### src/sv/ach_pkg.sv
// ============================================================================
// ach_pkg
// Shared constants and types of the anagram histogram check.
// ============================================================================
package ach_pkg;

    localparam int unsigned     ALPHABET_DEF = 256;
    localparam longint unsigned MAX_LEN_DEF  = 65535;
    localparam int              BYTE_W       = 8;
    localparam int              BAL_W        = 17;
    localparam int              TALLY_W      = 9;

    typedef struct packed {
        logic load;
        logic commit;
        logic clear;
    } t_lane_ctrl;

    typedef struct packed {
        logic [BAL_W-1:0] cnt_own;
        logic [BAL_W-1:0] cnt_other;
    } t_lane_view;

    typedef struct packed {
        logic valid;
        logic last;
        logic en_s;
        logic en_t;
        logic same;
        logic empty;
        logic ovf;
    } t_stage;

endpackage

### src/sv/ach_merge.sv
// ============================================================================
// ach_merge
// Merging stage: combines both lanes into the nonzero tally and registers
// the verdict of a finished pair.
// ============================================================================
module ach_merge (
    input  logic                i_clk,
    input  logic                i_rst_n,
    input  ach_pkg::t_stage     i_stage,
    input  logic                i_commit,
    input  ach_pkg::t_lane_view i_view_s,
    input  ach_pkg::t_lane_view i_view_t,
    input  logic                i_empty_is_match,
    input  logic                i_stall,
    output logic                o_valid,
    output logic                o_is_anagram,
    output logic                o_too_long
);
    import ach_pkg::*;

    function automatic logic [TALLY_W-1:0] tally_delta(
        input logic [BAL_W-1:0] old_v,
        input logic [BAL_W-1:0] new_v
    );
        logic [TALLY_W-1:0] d;
        if (old_v == '0) begin
            d = TALLY_W'(1);
        end else if (new_v == '0) begin
            d = '1;
        end else begin
            d = '0;
        end
        return d;
    endfunction

    logic [TALLY_W-1:0] r_tally;
    logic               r_out_valid;
    logic               r_is_anagram;
    logic               r_too_long;

    logic [BAL_W-1:0]   bal_bs;
    logic [BAL_W-1:0]   bal_bt;
    logic [BAL_W-1:0]   new1;
    logic [BAL_W-1:0]   old2;
    logic [BAL_W-1:0]   new2;
    logic [TALLY_W-1:0] d1;
    logic [TALLY_W-1:0] d2;
    logic [TALLY_W-1:0] tally_sum;
    logic               verdict;
    logic               flag_long;

    // The byte of the first string is applied before the byte of the second.
    assign bal_bs    = i_view_s.cnt_own - i_view_t.cnt_other;
    assign bal_bt    = i_view_s.cnt_other - i_view_t.cnt_own;
    assign new1      = bal_bs + BAL_W'(1);
    assign d1        = i_stage.en_s ? tally_delta(bal_bs, new1) : '0;
    assign old2      = (i_stage.same && i_stage.en_s) ? new1 : bal_bt;
    assign new2      = old2 - BAL_W'(1);
    assign d2        = i_stage.en_t ? tally_delta(old2, new2) : '0;
    assign tally_sum = r_tally + d1 + d2;

    always_comb begin
        if (i_stage.empty) begin
            verdict   = i_empty_is_match;
            flag_long = 1'b0;
        end else if (i_stage.ovf) begin
            verdict   = 1'b0;
            flag_long = 1'b1;
        end else begin
            verdict   = (tally_sum == '0);
            flag_long = 1'b0;
        end
    end

    always_ff @(posedge i_clk) begin
        if (!i_rst_n) begin
            r_tally     <= '0;
            r_out_valid <= 1'b0;
        end else begin
            if (i_commit) begin
                r_tally <= i_stage.last ? '0 : tally_sum;
            end
            if (i_commit && i_stage.last) begin
                r_out_valid <= 1'b1;
            end else if (!i_stall) begin
                r_out_valid <= 1'b0;
            end
        end
    end

    always_ff @(posedge i_clk) begin
        if (i_commit && i_stage.last) begin
            r_is_anagram <= verdict;
            r_too_long   <= flag_long;
        end
    end

    assign o_valid      = r_out_valid;
    assign o_is_anagram = r_is_anagram;
    assign o_too_long   = r_too_long;

endmodule

### config.mk
export PLATFORM = sky130hd
export DESIGN_NAME = ach_merge
export DESIGN_NICKNAME = d
export VERILOG_FILES = /design/src/sv/ach_pkg.sv /design/src/sv/ach_merge.sv
export SDC_FILE = /design/constraint.sdc
export NUM_CORES = 1
export LEC_CHECK = 0
export BUFFER_PORTS_ARGS = -buffer_cell sky130_fd_sc_hd__buf_4
export CAP_MARGIN = 15
export CELL_PAD_IN_SITES_DETAIL_PLACEMENT = 1
export CELL_PAD_IN_SITES_GLOBAL_PLACEMENT = 1
export CORE_ASPECT_RATIO = 1.2
export CORE_MARGIN = 2
export CORE_UTILIZATION = 37
export CTS_CLUSTER_DIAMETER = 150
export CTS_CLUSTER_SIZE = 10
export DETAILED_ROUTE_END_ITERATION = 10
export HOLD_SLACK_MARGIN = 0.06
export PLACE_DENSITY_LB_ADDON = 0.1
export SYNTH_ARGS = -nofsm -noshare
export SYNTH_HDL_FRONTEND = slang
export SYNTH_SLANG_ARGS = --single-unit
### constraint.sdc
create_clock -name i_clk -period 6.6 [get_ports i_clk]
set_clock_uncertainty 0.2 [all_clocks]
set_input_delay 0.99 -clock i_clk [delete_from_list [all_inputs] [get_ports i_clk]]
set_output_delay 0.99 -clock i_clk [all_outputs]
set_load 0.01 [all_outputs]
**After elaboration in Yosys (flattened, before gate mapping)**

Cells that the tools add are included.

- Shift-type cells: 0
- Equal/unequal tests: 1
- Divide/modulo/power cells: 0
- Bitwise logic cells: 0
- Order comparisons: 0
- Multipliers: 0
- Add/sub/neg operators: 6
- Multiplexer cells: 13
- Reductions and logical operators: 7

Operator list:

| cell | count |
|---|---|
| $logic_not 17->1 | 4 |
| $mux 9 | 7 |
| $sub 17x17->17 | 2 |
| $add 9x9->9 | 2 |
| $add 17x1->17 const B | 1 |
| $mux 17 | 1 |
| $sub 17x1->17 const B | 1 |
| $logic_not 9->1 | 1 |
| $mux 1 | 5 |
| $logic_and 1x1->1 | 2 |
| $ne 2x1->1 const B | 1 |

- Input bits: 80
- ROM bits: 0
- Bits in latches: 0
- Memories: 0
- Word-level logic and storage cells: 31
- Flip-flop bits (word level): 12
- Output and inout port bits: 3
- Bits in writable memories: 0

**Longest topological paths before layout**

Gate-level depths: netlist (run 1).

- Word-level depth: 12
- Gate-level depth with buffers: 26
- Gate-level depth less buffers: 26

**Worst setup path before layout (run 1)**

No wires, ideal clock.

- Kind: input to register
- Start: in i_view_s[17] in the netlist's numbering
- End: reg r_is_anagram (netlist: o_is_anagram) (data pin)
- Setup slack: -0.452 ns
- Required time: 6.220 ns
- Buffers on the path: 0
- Data arrival time: 6.672 ns
- Stages on the path: 26
- Library setup time: 0.180 ns
- Cells stage by stage: inv_1 > ha_1 > fa_1 > nand2b_2 > a21oi_4 > mux2i_1 > and4_1 > nand2_1 > nor4_1 > nand3_1 > a311oi_1 > nand3_1 > nor2b_1 > inv_1 > fa_1 > inv_1 > ha_1 > a21o_1 > a21oi_1 > o21bai_1 > a21oi_1 > o21bai_1 > a21oi_1 > xnor2_1 > xnor3_1 > o41ai_2

- Word-level cells in the longest chain between the ends: 12
- Elaborated cells between the ends (all ways): 19
- Those cells by class: add/sub: 5; mux: 9; reduce/logical: 5

Ends and longest elaborated chain:

| element | RTL line | text |
|---|---|---|
| start: declaration | ach_merge.sv:11 | `input ach_pkg::t_lane_view i_view_s,` |
| $sub 17x17->17 * | ach_merge.sv:53 | `assign bal_bs = i_view_s.cnt_own - i_view_t.cnt_other;` |
| $add 17x1->17 | ach_merge.sv:55 | `assign new1 = bal_bs + BAL_W'(1);` |
| $mux 17 | ach_merge.sv:57 | `assign old2 = (i_stage.same && i_stage.en_s) ? new1 : bal_bt;` |
| $sub 17x1->17 | ach_merge.sv:58 | `assign new2 = old2 - BAL_W'(1);` |
| $logic_not 17->1 | ach_merge.sv:28 | `end else if (new_v == '0) begin` |
| $mux 9 | ach_merge.sv:28 |  |
| $mux 9 | ach_merge.sv:26 | `if (old_v == '0) begin` |
| $mux 9 | ach_merge.sv:59 | `assign d2 = i_stage.en_t ? tally_delta(old2, new2) : '0;` |
| $add 9x9->9 * | ach_merge.sv:60 | `assign tally_sum = r_tally + d1 + d2;` |
| $logic_not 9->1 * | ach_merge.sv:70 | `verdict = (tally_sum == '0);` |
| $mux 1 * | ach_merge.sv:66 | `end else if (i_stage.ovf) begin` |
| $mux 1 * | ach_merge.sv:63 | `if (i_stage.empty) begin` |
| named net verdict | ach_merge.sv:49 | `logic verdict;` |
| end signal: assignment | ach_merge.sv:93 | `r_is_anagram <= verdict;` |
| end: declaration | ach_merge.sv:38 | `logic r_is_anagram;` |

The timed path passes the listed nets; every way through them passes the cells marked *.
A chain may end at the register's enable or synchronous reset.

**Worst setup path in the final report (run 1)**

- Start: in i_view_t[0] in the netlist's numbering
- End: reg r_is_anagram (netlist: o_is_anagram) (data pin)

- Word-level cells in the longest chain between the ends: 12
- Elaborated cells between the ends (all ways): 19
- Those cells by class: add/sub: 5; mux: 9; reduce/logical: 5

Ends and longest elaborated chain:

| element | RTL line | text |
|---|---|---|
| start: declaration | ach_merge.sv:12 | `input ach_pkg::t_lane_view i_view_t,` |
| $sub 17x17->17 * | ach_merge.sv:53 |  |
| $add 17x1->17 | ach_merge.sv:55 |  |
| $mux 17 | ach_merge.sv:57 |  |
| $sub 17x1->17 | ach_merge.sv:58 |  |
| $logic_not 17->1 | ach_merge.sv:28 |  |
| $mux 9 | ach_merge.sv:28 |  |
| $mux 9 | ach_merge.sv:26 |  |
| $mux 9 | ach_merge.sv:59 |  |
| $add 9x9->9 * | ach_merge.sv:60 |  |
| $logic_not 9->1 * | ach_merge.sv:70 |  |
| $mux 1 * | ach_merge.sv:66 |  |
| $mux 1 * | ach_merge.sv:63 |  |
| named net verdict | ach_merge.sv:49 |  |

Marked as above.

==> results by group, run 1 <==
Status
  • Status: finished clean

Timing
  • Worst slew margin: 69.43%
  • Worst hold slack: approximately 330 ps
  • Final setup violating endpoints: 0
  • RSZ-0062 raised after global routing: true
  • Final worst-path cycle share: between 90% and 100%
  • Minimum clock period: 6495 ps
  • Post-route setup slack: about 110 ps
  • Fin. Hold Viols: 0
  • Worst slew pin tran: 447.1 ps
  • Max frequency: around 150 MHz
  • Slew Limit Fails: 0

Pwr
  • Static leakage: around 2.8 nW
  • IR drop worst, VDD: about 0.00016 V
  • Power, Total: between 600 and 700 uW
  • Pwr dens: 119.5 mW/mm^2

Die
  • Die X-Extent: 95.72 um
  • Die Y-Extent: roughly 110 um
  • Total core area: 0.009910 mm^2
  • Full die area: between 0.01 and 0.015 mm^2
  • Starting Density: a little under two fifths
  • Core Rows: 40
  • Io pins: 83

Logic synthesis
  • Async SR Flop Fraction: 0%
  • Sequential share of the synthesized area: 6.968%
  • Area leader, netlist: ha_1
  • Mean Syn Cell Area: around 7.5 um^2
  • Area contributors post-synth: ha_1 14%, fa_1 5.9%, xnor2_1 5.9%
  • Post-Synthesis Net Count: 634
  • Mapped Area: about 0.0037 mm^2
  • Synth warnings: 0
  • Synth Register Bits: 12
  • Number of synthesized flops with an enable pin: 2
  • Number of distinct library cells after synthesis: between 70 and 80
  • Yosys top cell area share: between 10% and 20%
  • Cells after Synth: 501
  • Most used DFF post-synth: dfxtp_1

Route
  • Vias/cell: 5.525
  • DR vias: 4,486
  • TritonRoute pass-1 iters: 4
  • Total Wirelength: about 13 mm
  • Residual DRC: 0
  • Initial DRC Count: 97
  • DRT antenna net count: 0
  • DR WL/cell: 15.68 um

GRT
  • Aggregate global routing overflow: 0
  • Largest net degree at the start of global routing: 16
  • First-pass GRT wire length: ~20 mm
  • Global Route Usage Sum: 22.79%
  • Initial antenna violation count: 0
  • Number of global-route vias before repair: between 4,000 and 5,000

Placed design
  • I/O Buffers: 81
  • Final Wtd Congestion: 0.8603
  • HPWL after detailed placement: between 10 and 15 mm
  • DP Worst Slack: -319.1 ps

CTS
  • Clock sinks: 12
  • CTS H-tree lvls: 1
  • Clock root buffer: clkbuf_16
  • Worst-case clock buffer depth: 2
  • CTS tree: yes
  • Clock insertion delay at the later pin of the skew report: 240 ps
  • Cts bufs inserted: 3
  • CTS clk-pin slew, worst paths: roughly 40 ps
  • Total of hold buffers inserted after clock tree synthesis: 0

Critical path
  • Crit path largest cell delay: around 440 ps
  • Worst-path maximum fanout: 3
  • CP required: 6460 ps
  • CP Capture Type: flop
  • Kind of start point of the critical path: primary input
  • CP max stage cell: fa_1
  • Worst EP arrival: 6350 ps
  • WS Path Type: in -> reg

Layout
  • Nets: 820
  • Finished Core Util: 57.25%
  • # diodes: 0
  • Synth-to-Final Area Change: 51.89%
  • Most common cell after layout, fill and taps aside: buf_4
  • Commonest cells after routing, fill and taps aside: 187 x buf_4, 56 x inv_1, 40 x ha_1, 31 x nand2_1, 28 x a21oi_1
  • Layout cells sized above 1: a little under two fifths

Job
  • Max-cap violations: 0

Hold path
  • HP Class: reg -> reg
-- kinds of logic (layout without fill, tap and decap cells) --
family / Yosys count / count (layout) / share of synthesized area, %
fa+ha+maj: 53 / 53 / 19.97
xor+xnor: 37 / 37 / 9.045
simple gates: 173 / 173 / 25.36
flops: 12 / 12 / 6.968
mux: 4 / 4 / 1.106
compound gates: 154 / 154 / 30.59
buf+inv: 68 / 253 / 6.968
-- where the power goes --
part | total [mW] | internal, mW | switching [mW]
registers | 0.0763 | 0.0759 | 0.000383
logic | 0.480 | 0.235 | 0.245
clock network | 0.122 | 0.0913 | 0.0303
total | 0.678 | 0.402 | 0.276
-- worst max-delay path: cells and delay by family --
family / cells / cell delay (ps)
compound gates: 9 / 1790
mux: 1 / 280
simple gates: 7 / 1300
xor+xnor: 2 / 420
fa+ha+maj: 4 / 1250
buf+inv: 3 / 320
-- state kept, by name, indices dropped and copies added, names as in the netlist --
name / flops
r_tally: 9
o_valid: 1
o_too_long: 1
o_is_anagram: 1
-- synthesized netlist by cell type (all sizes together), types with 12 or more instances --
cell type,instances
xnor2,25
inv,57
nand3,13
and2,14
nor3,16
a21oi,32
nor2,30
a211oi,12
ha,42
nand2,33
nor2b,16
a21o,14
o21ai,24
-- worst paths after layout --
| path | startpoint | to | slack, ps | cells past startpoint |
|---|---|---|---|---|
| max | i_view_t[0] | o_is_anagram | 110 | 26 |
| min | o_valid | o_valid | 330 | 2 |
| max reg2reg | r_tally[3] | o_is_anagram | 3390 | 12 |
| min reg2reg | o_valid | o_valid | 330 | 2 |
-- per-stage QoR --
step | setup TNS (ps) | cell area, um^2 | std cells
after floorplan | 0 | 3779 | 501
after CTS | 0 | 5458 | 804
after detailed placement | -576.6 | 5196 | 790
after global placement | -448.6 | 5196 | 790
final | 0 | 5673 | 812
after global routing | -312.4 | 5673 | 812
-- per-layer routing --
metal	routed length, um	GRT usage [%]	vias to the layer above
met5	0	0	-
met4	240	4.286	0
met3	286	1.053	18
met2	7349	47.88	76
met1	4856	24.13	2175
li1	-	-	2217
-- final cells by class --
| class | count | area (um^2) |
|---|---|---|
| fill | 1234 | 4237 |
| timing repair buffer | 192 | 1460 |
| tap | 126 | 157.7 |
| inverter | 57 | 216.5 |
| sequential | 12 | 260.3 |
| multi-input combinational | 421 | 3490 |
| clock buffer | 4 | 88.84 |
-- timing repair --
| item | 4_1_cts | 5_1_grt |
|---|---|---|
| pin swaps | 13 | 36 |
| buffers inserted | 10 | 8 |
| gates resized for setup | 18 | 35 |
| gates cloned | 0 | 0 |
| endpoints found under the setup margin | 2 | 4 |
(Power assumes the default switching activity.)
==> run 2: changes to the inputs <==
Settings changed: BUFFER_PORTS_ARGS -buffer_cell sky130_fd_sc_hd__buf_4 to not set, CORE_UTILIZATION 37 to 43, DONT_BUFFER_PORTS set to 1.
==> run 2 against run 1 <==
- cell count shrank 15%
- largest cell class unchanged
- worst hold slack gained 38 ps
- count of clock-buffer cells in the layout shrank 1
- combinational power shrank 17%
- wire length shrank 13%
- critical path type unchanged
- global-route usage is essentially flat
- total power shrank 20%
- critical endpoint unchanged
- first-iteration DRC count shrank 31%
- sequential power is essentially flat
==> results by group, run 2 (synthesis results as in run 1) <==
Hold path
  • Hold_sp: o_valid
  • HP Class: reg -> reg

GRT
  • Global Route Usage Sum: 22.82% (+0.027 points)
  • Number of global-route vias before repair: 4,083 (-12%)
  • Initial antenna violation count: 0 (unchanged)
  • Largest net degree at the start of global routing: 16 (unchanged)
  • Aggregate global routing overflow: 0 (unchanged)
  • First-pass GRT wire length: 17.80 mm (-13%)

Timing
  • Slew Limit Fails: 0 (unchanged)
  • Worst slew pin tran: 460.7 ps (+13.67 ps)
  • Final worst-path cycle share: 96.81% (-1.6 points)
  • Post-route setup slack: 210.3 ps (+104.8 ps)
  • Minimum clock period: 6390 ps (-104.8 ps)
  • Setup TNS: 0 ps (unchanged)
  • Worst hold slack: 364.2 ps (+38.03 ps)
  • Worst slew margin: 69.10% (-0.33 points)
  • Fin. Hold Viols: 0 (unchanged)
  • Final setup violating endpoints: 0 (unchanged)
  • Max frequency: 156.5 MHz (+1.6%)

Layout
  • Most common cell after layout, fill and taps aside: buf_4
  • Nets: 710 (-13%)
  • Commonest cells after routing, fill and taps aside: 82 x buf_4, 56 x inv_1, 40 x ha_1, 32 x nand2_1
  • Final cell count without fillers: 693 (-15%)
  • Layout cells sized above 1: 23.96% (-14 points)
  • Synth-to-Final Area Change: 25.43%
  • Finished Core Util: 54.99% (-2.3 points)
  • Flip-flop count of the largest register after layout: 9 (unchanged)
  • Biggest register: r_tally
  • Cell area after layout: 0.004684 mm^2 (-17%)
  • # diodes: 0 (unchanged)

Die
  • Io pins: 83 (unchanged)
  • Core Rows: 37 (-7.5%)
  • Full die area: 0.009450 mm^2 (-13%)
  • Die Y-Extent: 106.1 um (-7.0%)
  • Total core area: 0.008518 mm^2 (-14%)
  • Starting Density: 43.85% (+6.2 points)
  • Die X-Extent: 89.08 um (-6.9%)

Route
  • DR vias: 3,992 (-11%)
  • DR WL/cell: 15.95 um (+1.7%)
  • Initial DRC Count: 67 (-31%)
  • TritonRoute pass-1 iters: 4 (unchanged)
  • Vias/cell: 5.760 (+4.3%)
  • DRT antenna net count: 0 (unchanged)
  • Total Wirelength: 11.05 mm (-13%)
  • Residual DRC: 0 (unchanged)

CTS
  • CTS tree: yes
  • Clock insertion delay at the later pin of the skew report: 240 ps (about the same)
  • Clock root buffer: clkbuf_8
  • Cts bufs inserted: 3 (unchanged)
  • CTS H-tree lvls: 1 (unchanged)
  • Total of hold buffers inserted after clock tree synthesis: 0 (unchanged)
  • Clock sinks: 12 (unchanged)
  • CTS clk-pin slew, worst paths: 50 ps (about the same)
  • Worst-case clock buffer depth: 2 (unchanged)

Pwr
  • Power, Total: 544.2 uW (-20%)
  • IR drop worst, VDD: 0.0001086 V (-33%)
  • Pwr dens: 116.2 mW/mm^2 (-2.8%)
  • Static leakage: 2.182 nW (-21%)

Placed design
  • Placed Area: 0.004427 mm^2 (-15%)
  • HPWL after detailed placement: 9.380 mm (-8.6%)
  • Post-placement cell count: 680 (-14%)
  • DP Worst Slack: -378.2 ps (-59.12 ps)
  • Final Wtd Congestion: 0.8411 (-2.2%)
  • I/O Buffers: 0 (-100%)

Critical path
  • Worst EP arrival: 6250 ps (-100 ps)
  • Kind of start point of the critical path: primary input
  • Crit path launch: i_view_s[17]
  • Worst-path maximum fanout: 3 (unchanged)
  • Worst r2r src: r_tally[2]
  • CP required: 6460 ps (about the same)
  • WS Path Type: in -> reg
  • CP Capture Type: flop

Status
  • Status: finished clean

Job
  • Max-cap violations: 0 (unchanged)
run 2: cell count changes in the layout (fill, tap and decap cells not counted), moves of 2 or more:
cell,before,now
and4_4,2,0
buf_4,187,82
buf_6,5,0
clkbuf_16,3,0
clkbuf_8,1,3
nor2_1,27,29
nor3_1,11,13
xnor2_1,21,24
xnor2_2,4,1
run 2: critical path, stage by stage:
cell and delay, ps:
inv_1 40, ha_2 180, fa_2 440, or3_1 400, mux2i_2 190, and4_1 240
buf_4 130, nand2_2 80, nor4_4 310, buf_4 180, nor4_1 40, a31oi_1 270
nand2_1 120, nand4_1 130, inv_1 80, fa_1 480, ha_1 330, a21o_1 180
a21oi_2 150, o21bai_1 90, a21oi_2 160, o21bai_1 90, a21oi_1 160, xnor2_1 150
xnor3_2 310, o41ai_2 320
run 2: area by class of cell:
class                           count  area, um^2
Clock buffer                        3       41.29
Clock inverter                      1       3.754
Fill cell                        1103        3834
Inverter                           57       214.0
Multi-Input combinational cell    421        3403
Sequential cell                    12       260.3
Tap cell                          117       146.4
Timing Repair Buffer               82       615.6
run 2: worst paths after layout:
kind                       end  slack, ps  depth (start not counted)
setup / recovery  o_is_anagram        210                         26
hold / removal         o_valid        360                          2
setup reg to reg  o_is_anagram       3410                         11
hold reg to reg        o_valid        360                          2
run 2: timing repair:
item                                    in CTS  in global routing
endpoints found under the setup margin       2                  3
setup buffers                                0                  9
gates resized for setup                      5                 28
pin swaps                                    0                 21
run 2: report_power, final:
part	internal [mW]	switching [mW]
Sequential	0.0757	0.000950
Clock	0.0411	0.0284
Combinational	0.184	0.214
run 2: metal layers:
layer  part of all wire, %  up-vias  wire length [um]  track usage, %
li1                      -     1988                 -               -
met1                    39     1924              4335           24.67
met2                    57       60              6312           46.64
met3                   1.7       20               191           2.252
met4                   1.9        0               211           3.305
met5                     0        -                 0               0
